--- src/hdl/bdmr_pkg.sv ---
// ----------------------------------------------------------------------------
// bdmr_pkg
// Types, codes and constants shared by the dispatch mode relay controller.
// ----------------------------------------------------------------------------
package bdmr_pkg;

  typedef enum logic [2:0] {
    MODE_DEFAULT = 3'd0,
    MODE_PEAK    = 3'd1,
    MODE_CHARGE  = 3'd2,
    MODE_CURTAIL = 3'd3,
    MODE_PROTECT = 3'd4,
    MODE_FORCED  = 3'd5
  } mode_e;

  typedef enum logic [2:0] {
    REG_PEAK_START   = 3'd0,
    REG_PEAK_END     = 3'd1,
    REG_CHARGE_START = 3'd2,
    REG_CHARGE_END   = 3'd3,
    REG_SOC_MIN      = 3'd4,
    REG_SOC_MIN_BAND = 3'd5,
    REG_SOC_MAX      = 3'd6,
    REG_SOC_MAX_BAND = 3'd7
  } reg_idx_e;

  localparam int unsigned CfgDataW = 10;

  // epoch / 3600 == (epoch >> 4) / 225; reciprocal is exact for 28-bit operands
  localparam logic [28:0] Div225Recip = 29'd305419897;
  localparam int unsigned Div225Shift = 36;
  // hours / 24 == (hours >> 3) / 3; reciprocal is exact for 18-bit operands
  localparam logic [18:0] Div3Recip   = 19'd349526;
  localparam int unsigned Div3Shift   = 20;
  localparam logic [4:0]  HoursPerDay = 5'd24;

  localparam logic [9:0] SocMinRst     = 10'd200;
  localparam logic [9:0] SocMinBandRst = 10'd50;
  localparam logic [9:0] SocMaxRst     = 10'd950;
  localparam logic [9:0] SocMaxBandRst = 10'd30;

  typedef struct packed {
    logic        req_type;
    logic [31:0] epoch_sec;
    logic        bms_ok;
    logic [9:0]  soc_tenths;
    logic [2:0]  cmd_mode;
    logic [31:0] cmd_expiry;
  } req_t;

  typedef struct packed {
    logic [2:0] mode;
    logic       export_on;
    logic       discharge_on;
    logic       charge_on;
    logic       curtail_lamp;
  } res_t;

  typedef struct packed {
    logic [4:0] peak_start_hour;
    logic [4:0] peak_end_hour;
    logic [4:0] charge_start_hour;
    logic [4:0] charge_end_hour;
    logic [9:0] soc_min;
    logic [9:0] soc_min_band;
    logic [9:0] soc_max;
    logic [9:0] soc_max_band;
  } cfg_t;

  // start == end disables; start > end wraps past midnight
  function automatic logic in_window(logic [4:0] hour, logic [4:0] start_h,
                                     logic [4:0] end_h);
    logic hit;
    if (start_h == end_h) begin
      hit = 1'b0;
    end else if (start_h < end_h) begin
      hit = (hour >= start_h) && (hour < end_h);
    end else begin
      hit = (hour >= start_h) || (hour < end_h);
    end
    return hit;
  endfunction

endpackage

--- src/hdl/bdmr_req_if.sv ---
// ----------------------------------------------------------------------------
// bdmr_req_if
// Valid/ready channel carrying request items into the controller.
// ----------------------------------------------------------------------------
interface bdmr_req_if;
  logic            valid;
  logic            ready;
  bdmr_pkg::req_t  payload;

  modport source (output valid, output payload, input ready);
  modport sink   (input valid, input payload, output ready);
endinterface

--- src/hdl/bdmr_res_if.sv ---
// ----------------------------------------------------------------------------
// bdmr_res_if
// Valid/ready channel carrying mode and relay results out of the controller.
// ----------------------------------------------------------------------------
interface bdmr_res_if;
  logic            valid;
  logic            ready;
  bdmr_pkg::res_t  payload;

  modport source (output valid, output payload, input ready);
  modport sink   (input valid, input payload, output ready);
endinterface

--- src/hdl/battery_dispatch_mode_relay_controller_core.sv ---
// Throughput: one item per cycle unless a stalled result sink holds the whole pipe,
// set by the in-order pipeline (input register, two reciprocal-multiply stages,
// hour stage, dispatch/result stage).
// Commands take the same path and update the held command with no result.
// Reset clears pipeline valids, held command and latches; registers take defaults.
// ----------------------------------------------------------------------------
// battery_dispatch_mode_relay_controller_core
// Battery dispatch mode selection and relay drive, fed by poll and command items.
// ----------------------------------------------------------------------------
module battery_dispatch_mode_relay_controller_core (
  input  logic                           clk_i,
  input  logic                           rst_ni,
  bdmr_req_if.sink                       req,
  bdmr_res_if.source                     res,
  input  logic                           cfg_we_i,
  input  logic [2:0]                     cfg_idx_i,
  input  logic [bdmr_pkg::CfgDataW-1:0]  cfg_wdata_i
);

  bdmr_pkg::cfg_t  cfg;
  bdmr_pkg::req_t  pipe_item;
  logic            pipe_valid;
  logic [4:0]      pipe_hour;
  logic            res_valid;
  logic            adv;

  // whole pipe moves unless a finished result is waiting on a stalled sink
  assign adv       = !res_valid || res.ready;
  assign req.ready = adv;
  assign res.valid = res_valid;

  bdmr_cfg_regs u_cfg (
    .clk_i       (clk_i),
    .rst_ni      (rst_ni),
    .cfg_we_i    (cfg_we_i),
    .cfg_idx_i   (cfg_idx_i),
    .cfg_wdata_i (cfg_wdata_i),
    .cfg_o       (cfg)
  );

  bdmr_hour_pipe u_hour (
    .clk_i   (clk_i),
    .rst_ni  (rst_ni),
    .adv_i   (adv),
    .valid_i (req.valid),
    .item_i  (req.payload),
    .valid_o (pipe_valid),
    .item_o  (pipe_item),
    .hour_o  (pipe_hour)
  );

  bdmr_dispatch u_dispatch (
    .clk_i       (clk_i),
    .rst_ni      (rst_ni),
    .adv_i       (adv),
    .valid_i     (pipe_valid),
    .item_i      (pipe_item),
    .hour_i      (pipe_hour),
    .cfg_i       (cfg),
    .res_valid_o (res_valid),
    .res_o       (res.payload)
  );

endmodule

--- src/hdl/bdmr_cfg_regs.sv ---
// ----------------------------------------------------------------------------
// bdmr_cfg_regs
// Schedule and SOC limit registers behind the plain write port.
// ----------------------------------------------------------------------------
module bdmr_cfg_regs (
  input  logic                           clk_i,
  input  logic                           rst_ni,
  input  logic                           cfg_we_i,
  input  logic [2:0]                     cfg_idx_i,
  input  logic [bdmr_pkg::CfgDataW-1:0]  cfg_wdata_i,
  output bdmr_pkg::cfg_t                 cfg_o
);

  bdmr_pkg::cfg_t cfg_q, cfg_d;

  always_comb begin
    cfg_d = cfg_q;
    if (cfg_we_i) begin
      unique case (bdmr_pkg::reg_idx_e'(cfg_idx_i))
        bdmr_pkg::REG_PEAK_START:   cfg_d.peak_start_hour   = cfg_wdata_i[4:0];
        bdmr_pkg::REG_PEAK_END:     cfg_d.peak_end_hour     = cfg_wdata_i[4:0];
        bdmr_pkg::REG_CHARGE_START: cfg_d.charge_start_hour = cfg_wdata_i[4:0];
        bdmr_pkg::REG_CHARGE_END:   cfg_d.charge_end_hour   = cfg_wdata_i[4:0];
        bdmr_pkg::REG_SOC_MIN:      cfg_d.soc_min           = cfg_wdata_i;
        bdmr_pkg::REG_SOC_MIN_BAND: cfg_d.soc_min_band      = cfg_wdata_i;
        bdmr_pkg::REG_SOC_MAX:      cfg_d.soc_max           = cfg_wdata_i;
        bdmr_pkg::REG_SOC_MAX_BAND: cfg_d.soc_max_band      = cfg_wdata_i;
        default:                    cfg_d = cfg_q;
      endcase
    end
  end

  always_ff @(posedge clk_i or negedge rst_ni) begin
    if (!rst_ni) begin
      cfg_q.peak_start_hour   <= '0;
      cfg_q.peak_end_hour     <= '0;
      cfg_q.charge_start_hour <= '0;
      cfg_q.charge_end_hour   <= '0;
      cfg_q.soc_min           <= bdmr_pkg::SocMinRst;
      cfg_q.soc_min_band      <= bdmr_pkg::SocMinBandRst;
      cfg_q.soc_max           <= bdmr_pkg::SocMaxRst;
      cfg_q.soc_max_band      <= bdmr_pkg::SocMaxBandRst;
    end else begin
      cfg_q <= cfg_d;
    end
  end

  assign cfg_o = cfg_q;

endmodule

--- src/hdl/bdmr_hour_pipe.sv ---
// ----------------------------------------------------------------------------
// bdmr_hour_pipe
// Input register plus three stages extracting the UTC hour of day from the
// epoch by reciprocal multiplication; the item rides along unchanged.
// ----------------------------------------------------------------------------
module bdmr_hour_pipe (
  input  logic            clk_i,
  input  logic            rst_ni,
  input  logic            adv_i,
  input  logic            valid_i,
  input  bdmr_pkg::req_t  item_i,
  output logic            valid_o,
  output bdmr_pkg::req_t  item_o,
  output logic [4:0]      hour_o
);

  logic            s1_valid_q, s2_valid_q, s3_valid_q, s4_valid_q;
  bdmr_pkg::req_t  s1_item_q, s2_item_q, s3_item_q, s4_item_q;

  logic [56:0] prod1;
  logic [20:0] hours_d, s2_hours_q, s3_hours_q;
  logic [37:0] prod2;
  logic [17:0] days_d, s3_days_q;
  logic [4:0]  hour_d, s4_hour_q;

  // total hours since epoch = floor(epoch / 3600)
  assign prod1   = 57'(s1_item_q.epoch_sec[31:4]) * 57'(bdmr_pkg::Div225Recip);
  assign hours_d = prod1[56:bdmr_pkg::Div225Shift];

  // whole days = floor(hours / 24)
  assign prod2  = 38'(s2_hours_q[20:3]) * 38'(bdmr_pkg::Div3Recip);
  assign days_d = prod2[37:bdmr_pkg::Div3Shift];

  assign hour_d = 5'(s3_hours_q - 21'(s3_days_q) * 21'(bdmr_pkg::HoursPerDay));

  always_ff @(posedge clk_i or negedge rst_ni) begin
    if (!rst_ni) begin
      s1_valid_q <= 1'b0;
      s2_valid_q <= 1'b0;
      s3_valid_q <= 1'b0;
      s4_valid_q <= 1'b0;
    end else if (adv_i) begin
      s1_valid_q <= valid_i;
      s2_valid_q <= s1_valid_q;
      s3_valid_q <= s2_valid_q;
      s4_valid_q <= s3_valid_q;
    end
  end

  always_ff @(posedge clk_i) begin
    if (adv_i) begin
      s1_item_q  <= item_i;
      s2_item_q  <= s1_item_q;
      s2_hours_q <= hours_d;
      s3_item_q  <= s2_item_q;
      s3_hours_q <= s2_hours_q;
      s3_days_q  <= days_d;
      s4_item_q  <= s3_item_q;
      s4_hour_q  <= hour_d;
    end
  end

  assign valid_o = s4_valid_q;
  assign item_o  = s4_item_q;
  assign hour_o  = s4_hour_q;

endmodule

--- src/hdl/bdmr_dispatch.sv ---
// ----------------------------------------------------------------------------
// bdmr_dispatch
// Held command, protect and inhibit latches, mode priority and relay
// decode, with the result register.
// ----------------------------------------------------------------------------
module bdmr_dispatch (
  input  logic            clk_i,
  input  logic            rst_ni,
  input  logic            adv_i,
  input  logic            valid_i,
  input  bdmr_pkg::req_t  item_i,
  input  logic [4:0]      hour_i,
  input  bdmr_pkg::cfg_t  cfg_i,
  output logic            res_valid_o,
  output bdmr_pkg::res_t  res_o
);

  logic [2:0]     held_mode_q, held_mode_d;
  logic [31:0]    held_expiry_q, held_expiry_d;
  logic           protect_q, protect_d;
  logic           inhibit_q, inhibit_d;
  logic           res_valid_q;
  bdmr_pkg::res_t res_q, res_d;

  logic        expire, time_known, low;
  logic [2:0]  cur_mode, cand, mode;
  logic [10:0] min_release, max_sum;

  assign time_known  = (item_i.epoch_sec != '0);
  assign expire      = (held_expiry_q != '0) && (item_i.epoch_sec >= held_expiry_q);
  assign cur_mode    = expire ? 3'(bdmr_pkg::MODE_DEFAULT) : held_mode_q;
  assign low         = item_i.soc_tenths < cfg_i.soc_min;
  assign min_release = 11'(cfg_i.soc_min) + 11'(cfg_i.soc_min_band);
  // soc <= max - band, kept unsigned as soc + band <= max
  assign max_sum     = 11'(item_i.soc_tenths) + 11'(cfg_i.soc_max_band);

  always_comb begin
    held_mode_d   = held_mode_q;
    held_expiry_d = held_expiry_q;
    protect_d     = protect_q;
    inhibit_d     = inhibit_q;
    cand          = bdmr_pkg::MODE_DEFAULT;
    mode          = bdmr_pkg::MODE_DEFAULT;
    res_d         = '0;

    if (item_i.req_type) begin
      held_mode_d   = (item_i.cmd_mode > 3'(bdmr_pkg::MODE_FORCED)) ?
                      3'(bdmr_pkg::MODE_DEFAULT) : item_i.cmd_mode;
      held_expiry_d = item_i.cmd_expiry;
    end else begin
      if (expire) begin
        held_mode_d   = bdmr_pkg::MODE_DEFAULT;
        held_expiry_d = '0;
      end

      if (cur_mode != 3'(bdmr_pkg::MODE_DEFAULT)) begin
        cand = cur_mode;
      end else if (time_known && bdmr_pkg::in_window(hour_i, cfg_i.peak_start_hour,
                                                     cfg_i.peak_end_hour)) begin
        cand = bdmr_pkg::MODE_PEAK;
      end else if (time_known && bdmr_pkg::in_window(hour_i, cfg_i.charge_start_hour,
                                                     cfg_i.charge_end_hour)) begin
        cand = bdmr_pkg::MODE_CHARGE;
      end

      mode = cand;
      if (cand == 3'(bdmr_pkg::MODE_PEAK)) begin
        if (!item_i.bms_ok || low) begin
          protect_d = 1'b1;
        end else if (protect_q && (11'(item_i.soc_tenths) >= min_release)) begin
          protect_d = 1'b0;
        end
        if (protect_d) begin
          mode = bdmr_pkg::MODE_PROTECT;
        end
      end else begin
        protect_d = 1'b0;
      end

      if (!item_i.bms_ok || (item_i.soc_tenths >= cfg_i.soc_max)) begin
        inhibit_d = 1'b1;
      end else if (inhibit_q && (max_sum <= 11'(cfg_i.soc_max))) begin
        inhibit_d = 1'b0;
      end

      res_d.mode         = mode;
      res_d.export_on    = 1'b1;
      res_d.discharge_on = 1'b0;
      res_d.charge_on    = !inhibit_d;
      res_d.curtail_lamp = 1'b0;
      if (mode == 3'(bdmr_pkg::MODE_PEAK)) begin
        res_d.discharge_on = !low;
        res_d.charge_on    = 1'b0;
      end else if (mode == 3'(bdmr_pkg::MODE_CURTAIL)) begin
        res_d.export_on    = 1'b0;
        res_d.charge_on    = 1'b0;
        res_d.curtail_lamp = 1'b1;
      end
      if (low) begin
        res_d.discharge_on = 1'b0;
      end
    end
  end

  always_ff @(posedge clk_i or negedge rst_ni) begin
    if (!rst_ni) begin
      held_mode_q   <= bdmr_pkg::MODE_DEFAULT;
      held_expiry_q <= '0;
      protect_q     <= 1'b0;
      inhibit_q     <= 1'b0;
      res_valid_q   <= 1'b0;
    end else if (adv_i) begin
      res_valid_q <= valid_i && !item_i.req_type;
      if (valid_i) begin
        held_mode_q   <= held_mode_d;
        held_expiry_q <= held_expiry_d;
        protect_q     <= protect_d;
        inhibit_q     <= inhibit_d;
      end
    end
  end

  always_ff @(posedge clk_i) begin
    if (adv_i) begin
      res_q <= res_d;
    end
  end

  assign res_valid_o = res_valid_q;
  assign res_o       = res_q;

endmodule

--- src/flat_wrapper.sv ---
// flat-port wrapper written by rule: the top's interface ports become plain ports
module battery_dispatch_mode_relay_controller_core_flat 
  (clk_i, rst_ni, cfg_we_i, cfg_idx_i, cfg_wdata_i, req_valid, req_payload, req_ready, res_valid, res_payload, res_ready);
  bdmr_req_if req_i ();
  bdmr_res_if res_i ();
  input  logic clk_i;
  input  logic rst_ni;
  input  logic cfg_we_i;
  input  logic [2:0] cfg_idx_i;
  input  logic [bdmr_pkg::CfgDataW-1:0] cfg_wdata_i;
  input wire logic [$bits(req_i.valid)-1:0] req_valid;
  input wire logic [$bits(req_i.payload)-1:0] req_payload;
  output wire logic [$bits(req_i.ready)-1:0] req_ready;
  output wire logic [$bits(res_i.valid)-1:0] res_valid;
  output wire logic [$bits(res_i.payload)-1:0] res_payload;
  input wire logic [$bits(res_i.ready)-1:0] res_ready;
  assign req_i.valid = req_valid;
  assign req_i.payload = req_payload;
  assign req_ready = req_i.ready;
  assign res_valid = res_i.valid;
  assign res_payload = res_i.payload;
  assign res_i.ready = res_ready;
  battery_dispatch_mode_relay_controller_core u_core (.clk_i(clk_i), .rst_ni(rst_ni), .req(req_i), .res(res_i), .cfg_we_i(cfg_we_i), .cfg_idx_i(cfg_idx_i), .cfg_wdata_i(cfg_wdata_i));
endmodule
--- config.mk ---
export PLATFORM = sky130hd
export DESIGN_NAME = battery_dispatch_mode_relay_controller_core_flat
export DESIGN_NICKNAME = d
export VERILOG_FILES = /design/src/hdl/bdmr_pkg.sv /design/src/hdl/bdmr_req_if.sv /design/src/hdl/bdmr_res_if.sv /design/src/hdl/battery_dispatch_mode_relay_controller_core.sv /design/src/hdl/bdmr_cfg_regs.sv /design/src/hdl/bdmr_hour_pipe.sv /design/src/hdl/bdmr_dispatch.sv /design/src/flat_wrapper.sv
export SDC_FILE = /design/constraint.sdc
export NUM_CORES = 2
export LEC_CHECK = 0
export ABC_AREA = 1
export ABC_CLOCK_PERIOD_IN_PS = 14500
export BUFFER_PORTS_ARGS = -buffer_cell sky130_fd_sc_hd__buf_2
export CAP_MARGIN = 5
export CORE_MARGIN = 2
export CORE_UTILIZATION = 51
export DETAILED_ROUTE_END_ITERATION = 16
export PLACE_DENSITY = 0.76
export REMOVE_ABC_BUFFERS = 1
export SLEW_MARGIN = 30
export SYNTH_ARGS = -nofsm -noshare
export SYNTH_HDL_FRONTEND = slang
export SYNTH_HIERARCHICAL = 1
export SYNTH_SLANG_ARGS = --single-unit
--- constraint.sdc ---
create_clock -name clk_i -period 14.5 [get_ports clk_i]
set_clock_uncertainty 0.2 [all_clocks]
set_input_delay 1.45 -clock clk_i [delete_from_list [all_inputs] [get_ports clk_i]]
set_output_delay 1.45 -clock clk_i [all_outputs]
set_load 0.03 [all_outputs]
==> impl_metrics.py <==
metrics = {
    "cells_and_area": {
        "n_antenna_cell": 0,
        "filler_cell_count": 5838,
        "post_route_non_filler_standard_cell_count": 4620,
        "area_growth_syn_to_layout_pct": 9.40,
        "layout-drive-gt1-share_pct": 8.80,
        "final-seq-area_sq_um": 13300,
        "multi_input_area_sq_um": 19700,
        "nets": 4616,
    },
    "place": {
        "port_buffers": 105,
        "place.gp.congestion": 1.00,
        "place.detailed.instances": 4529,
        "dpl.hpwl_mm": 68.1,
    },
    "synthesis": {
        "synthCells": 3493,
        "yosysMostFrequentCell": "sky130_fd_sc_hd__inv_1",
        "synth.top_cell.area_share_pct": 29.4,
        "synth_async_sr_flop_share_pct": 22.3,
        "yosysWarnings": 6,
        "top_post_synthesis_cells_by_area": "sky130_fd_sc_hd__edfxtp_1 29%, sky130_fd_sc_hd__fa_1 19%, sky130_fd_sc_hd__ha_1 19%, sky130_fd_sc_hd__inv_1 8.7%, sky130_fd_sc_hd__nand2_1 6.0%",
        "count_of_flip_flops_with_a_built_in_enable_after_synthesis": 356,
        "dominantRegCellSynth": "sky130_fd_sc_hd__edfxtp_1",
        "synth.largest_area_cell": "sky130_fd_sc_hd__edfxtp_1",
        "synth.cell_area_sq_um": 36300,
        "sequential_area_share_after_synthesis_pct": 36.5,
        "ys_seq_elements": 458,
        "syn_area_per_cell_sq_um": 10.4,
        "synth_common_cells": "845 x sky130_fd_sc_hd__inv_1, 577 x sky130_fd_sc_hd__nand2_1, 538 x sky130_fd_sc_hd__ha_1",
        "synth_cell_types": 52,
    },
    "clocking": {
        "clock_tree_from_tritoncts": "done",
        "post-cts-setup-buffer-count": 0,
        "clock_sink_count": 458,
        "clock_tree.buffer_depth": 3,
        "clockRootBuffer": "sky130_fd_sc_hd__clkbuf_16",
        "clk_transition_reported_paths_ns": 0.07,
        "htreeDepth": 2,
        "worstSkewPairLatency_ns": 0.60,
        "numCtsBuffers": 49,
        "post_cts_resized": 0,
        "cts-hold-fix-buffers": 0,
    },
    "drt": {
        "vias": 24000,
        "drt_pass1_iterations": 6,
        "avgRoutedWirePerCell_microns": 18.3,
        "post_drt_via_cell_ratio": 5.20,
        "ant_nets": 0,
        "drcViolationCount": 0,
        "drt_iter0_markers": 1755,
        "postRouteWirelength_mm": 84.5,
    },
    "floorplanning": {
        "die_x_microns": 271,
        "floorplan.rows": 97,
        "die_height_microns": 271,
        "num_io_pins": 106,
        "die-area_sq_um": 73400,
        "placeableCoreArea_sq_um": 70300,
        "initial_utilization_pct": 51.7,
    },
    "critical_path": {
        "path_cells": "inv_1, ha_1, inv_1, fa_1, fa_1, inv_1, fa_1, inv_1, fa_1, fa_1, inv_1, fa_1, inv_1, ha_1, a21oi_1, o21ai_0, a21oi_1, nand2_1, a21oi_1, nand2_1, nand2_1, nand2_1",
        "cp_slowest_cell": "sky130_fd_sc_hd__edfxtp_1",
        "setup.worst_path.class": "reg -> reg",
        "startpoint_type": "flop",
        "maximum_fanout_along_the_worst_path": 8,
        "critPathArrivalTime_ns": 6.96,
        "critPathMaxStageDelay_ns": 0.74,
        "required_worst_endpoint_ns": 14.66,
        "cp-end-kind": "flop",
    },
    "timing": {
        "final_period_minus_worst_setup_slack_ns": 6.80,
        "hold_viol_final": 0,
        "slew_of_the_pin_with_the_lowest_slew_margin_ns": 0.982,
        "timing.max_slew.rel_slack_pct": 34.5,
        "drv_slew": 0,
        "final.period_utilization_pct": 46.9,
        "tns_ns": 0,
        "fmax_mhz": 147,
        "rsz0062_at_grt": "false",
        "setup_viol_count_final": 0,
    },
    "grt": {
        "via_count_of_the_first_global_routing_pass": 25000,
        "antenna_found_initial": 0,
        "grt_start_max_net_pins": 88,
        "grt_use_total_pct": 23.7,
        "grt.overflow.total": 0,
        "grt_pass1_wl_mm": 135,
    },
    "run": {
        "drv_cap": 0,
    },
    "hold_path": {
        "hold_class": "reg -> reg",
    },
    "status": {
        "status": "complete, no violations",
    },
}
sequential cells by signal (all words and copies together) (netlist names), 2 cells and up:
name	count
u_core/u_hour/s2_hours_q	21
u_core/u_hour/item_o	79
u_core/u_hour/hour_o	5
u_core/u_hour/s2_item_q	79
u_core/u_cfg/cfg_o	60
u_core/u_dispatch/res_o	7
u_core/u_hour/s3_hours_q	5
u_core/u_hour/s3_item_q	79
u_core/u_hour/s1_item_q	79
u_core/u_dispatch/held_expiry_q	32
u_core/u_hour/s3_days_q	2
u_core/u_dispatch/held_mode_q	3
area by class of cell:
| type | instances | area share, % |
|---|---|---|
| multi-input combinational | 2156 | 49.6 |
| sequential | 458 | 33.4 |
| inverter | 860 | 8.12 |
| clock buffer | 59 | 3.31 |
| tap | 940 | 2.96 |
| timing repair buffer | 115 | 1.61 |
| clock inverter | 32 | 1.05 |
layer usage:
metal  global-route usage [%]  wire length, microns  vias up
li1                         -                     -    11400
met1                     32.4                 36300    11800
met2                     39.6                 41300      630
met3                     3.58                  5020      138
met4                     6.05                  1960        0
met5                        0                     0        -
critical path: cells and delay by family (launching register included):
| family | cells | cell delay, ns |
|---|---|---|
| buffers and inverters | 6 | 0.62 |
| AOI/OAI and AO/OA | 4 | 0.83 |
| and+or+nand+nor | 4 | 0.30 |
| adders and majority gates | 8 | 3.85 |
| DFF | 1 | 0.74 |
worst paths after layout:
path | from | end | slack (ns) | depth (start not counted)
worst max-delay path | u_core/u_hour/s1_item_q[58] | u_core/u_hour/s2_hours_q[16] | 7.70 | 22
min in group asynchronous | rst_ni | u_core/u_cfg/cfg_o[16] | 0.60 | 1
max in group asynchronous | rst_ni | u_core/u_dispatch/held_expiry_q[9] | 12.46 | 2
worst min-delay path | u_core/u_hour/s3_item_q[4] | u_core/u_hour/item_o[4] | 0.21 | 0
worst max register to register | u_core/u_hour/s1_item_q[58] | u_core/u_hour/s2_hours_q[16] | 7.70 | 22
worst min register to register | u_core/u_hour/s3_item_q[4] | u_core/u_hour/item_o[4] | 0.21 | 0
through the flow:
step	utilization (%)	hold slack (ns)	area [sq um]	worst slack, ns
4_1_cts	56.5	0.206	39700	7.62
3_3_place_gp	54.0	0.200	38000	7.72
3_5_place_dp	54.1	0.205	38000	7.62
5_1_grt	56.6	0.211	39700	7.39
6_report	56.6	0.209	39700	7.70
2_1_floorplan	-	0.200	36200	1.82
cell usage in the layout (no fill, tap or decap), types with 8 or more instances in the layout:
| cell | instances |
|---|---|
| sky130_fd_sc_hd__o21ai_2 | 25 |
| sky130_fd_sc_hd__nor2_1 | 152 |
| sky130_fd_sc_hd__buf_2 | 104 |
| sky130_fd_sc_hd__dfrtp_1 | 85 |
| sky130_fd_sc_hd__xor2_1 | 16 |
| sky130_fd_sc_hd__nand2_1 | 576 |
| sky130_fd_sc_hd__nand4_1 | 40 |
| sky130_fd_sc_hd__clkbuf_16 | 50 |
| sky130_fd_sc_hd__o21ai_0 | 61 |
| sky130_fd_sc_hd__or2_2 | 8 |
| sky130_fd_sc_hd__nand2_2 | 11 |
| sky130_fd_sc_hd__inv_2 | 10 |
| sky130_fd_sc_hd__nor3_1 | 20 |
| sky130_fd_sc_hd__o21ai_1 | 13 |
| sky130_fd_sc_hd__edfxtp_1 | 356 |
| sky130_fd_sc_hd__fa_1 | 341 |
| sky130_fd_sc_hd__dfstp_2 | 17 |
| sky130_fd_sc_hd__a21o_1 | 8 |
| sky130_fd_sc_hd__nand3_1 | 84 |
| sky130_fd_sc_hd__ha_1 | 538 |
| sky130_fd_sc_hd__nor2_2 | 12 |
| sky130_fd_sc_hd__o21bai_1 | 12 |
| sky130_fd_sc_hd__inv_1 | 845 |
| sky130_fd_sc_hd__clkinv_2 | 10 |
| sky130_fd_sc_hd__xnor2_1 | 18 |
| sky130_fd_sc_hd__nand3_2 | 25 |
| sky130_fd_sc_hd__a21oi_1 | 142 |
cells by family (layout without fill, tap and decap cells):
family	count (synthesis)	after routing	synth area share (%)
AO/OA/AOI/OAI	285	285	4.51
AND/OR/NAND/NOR	958	958	11.6
flip-flops	458	458	36.5
adder cells (fa/ha/maj)	879	879	37.3
buffers and inverters	879	1066	9.26
XOR/XNOR	34	34	0.820
Power is left out: the tool's default activity adds up to more than one toggle a clock period on the data nets, which glitch-free logic cannot reach.
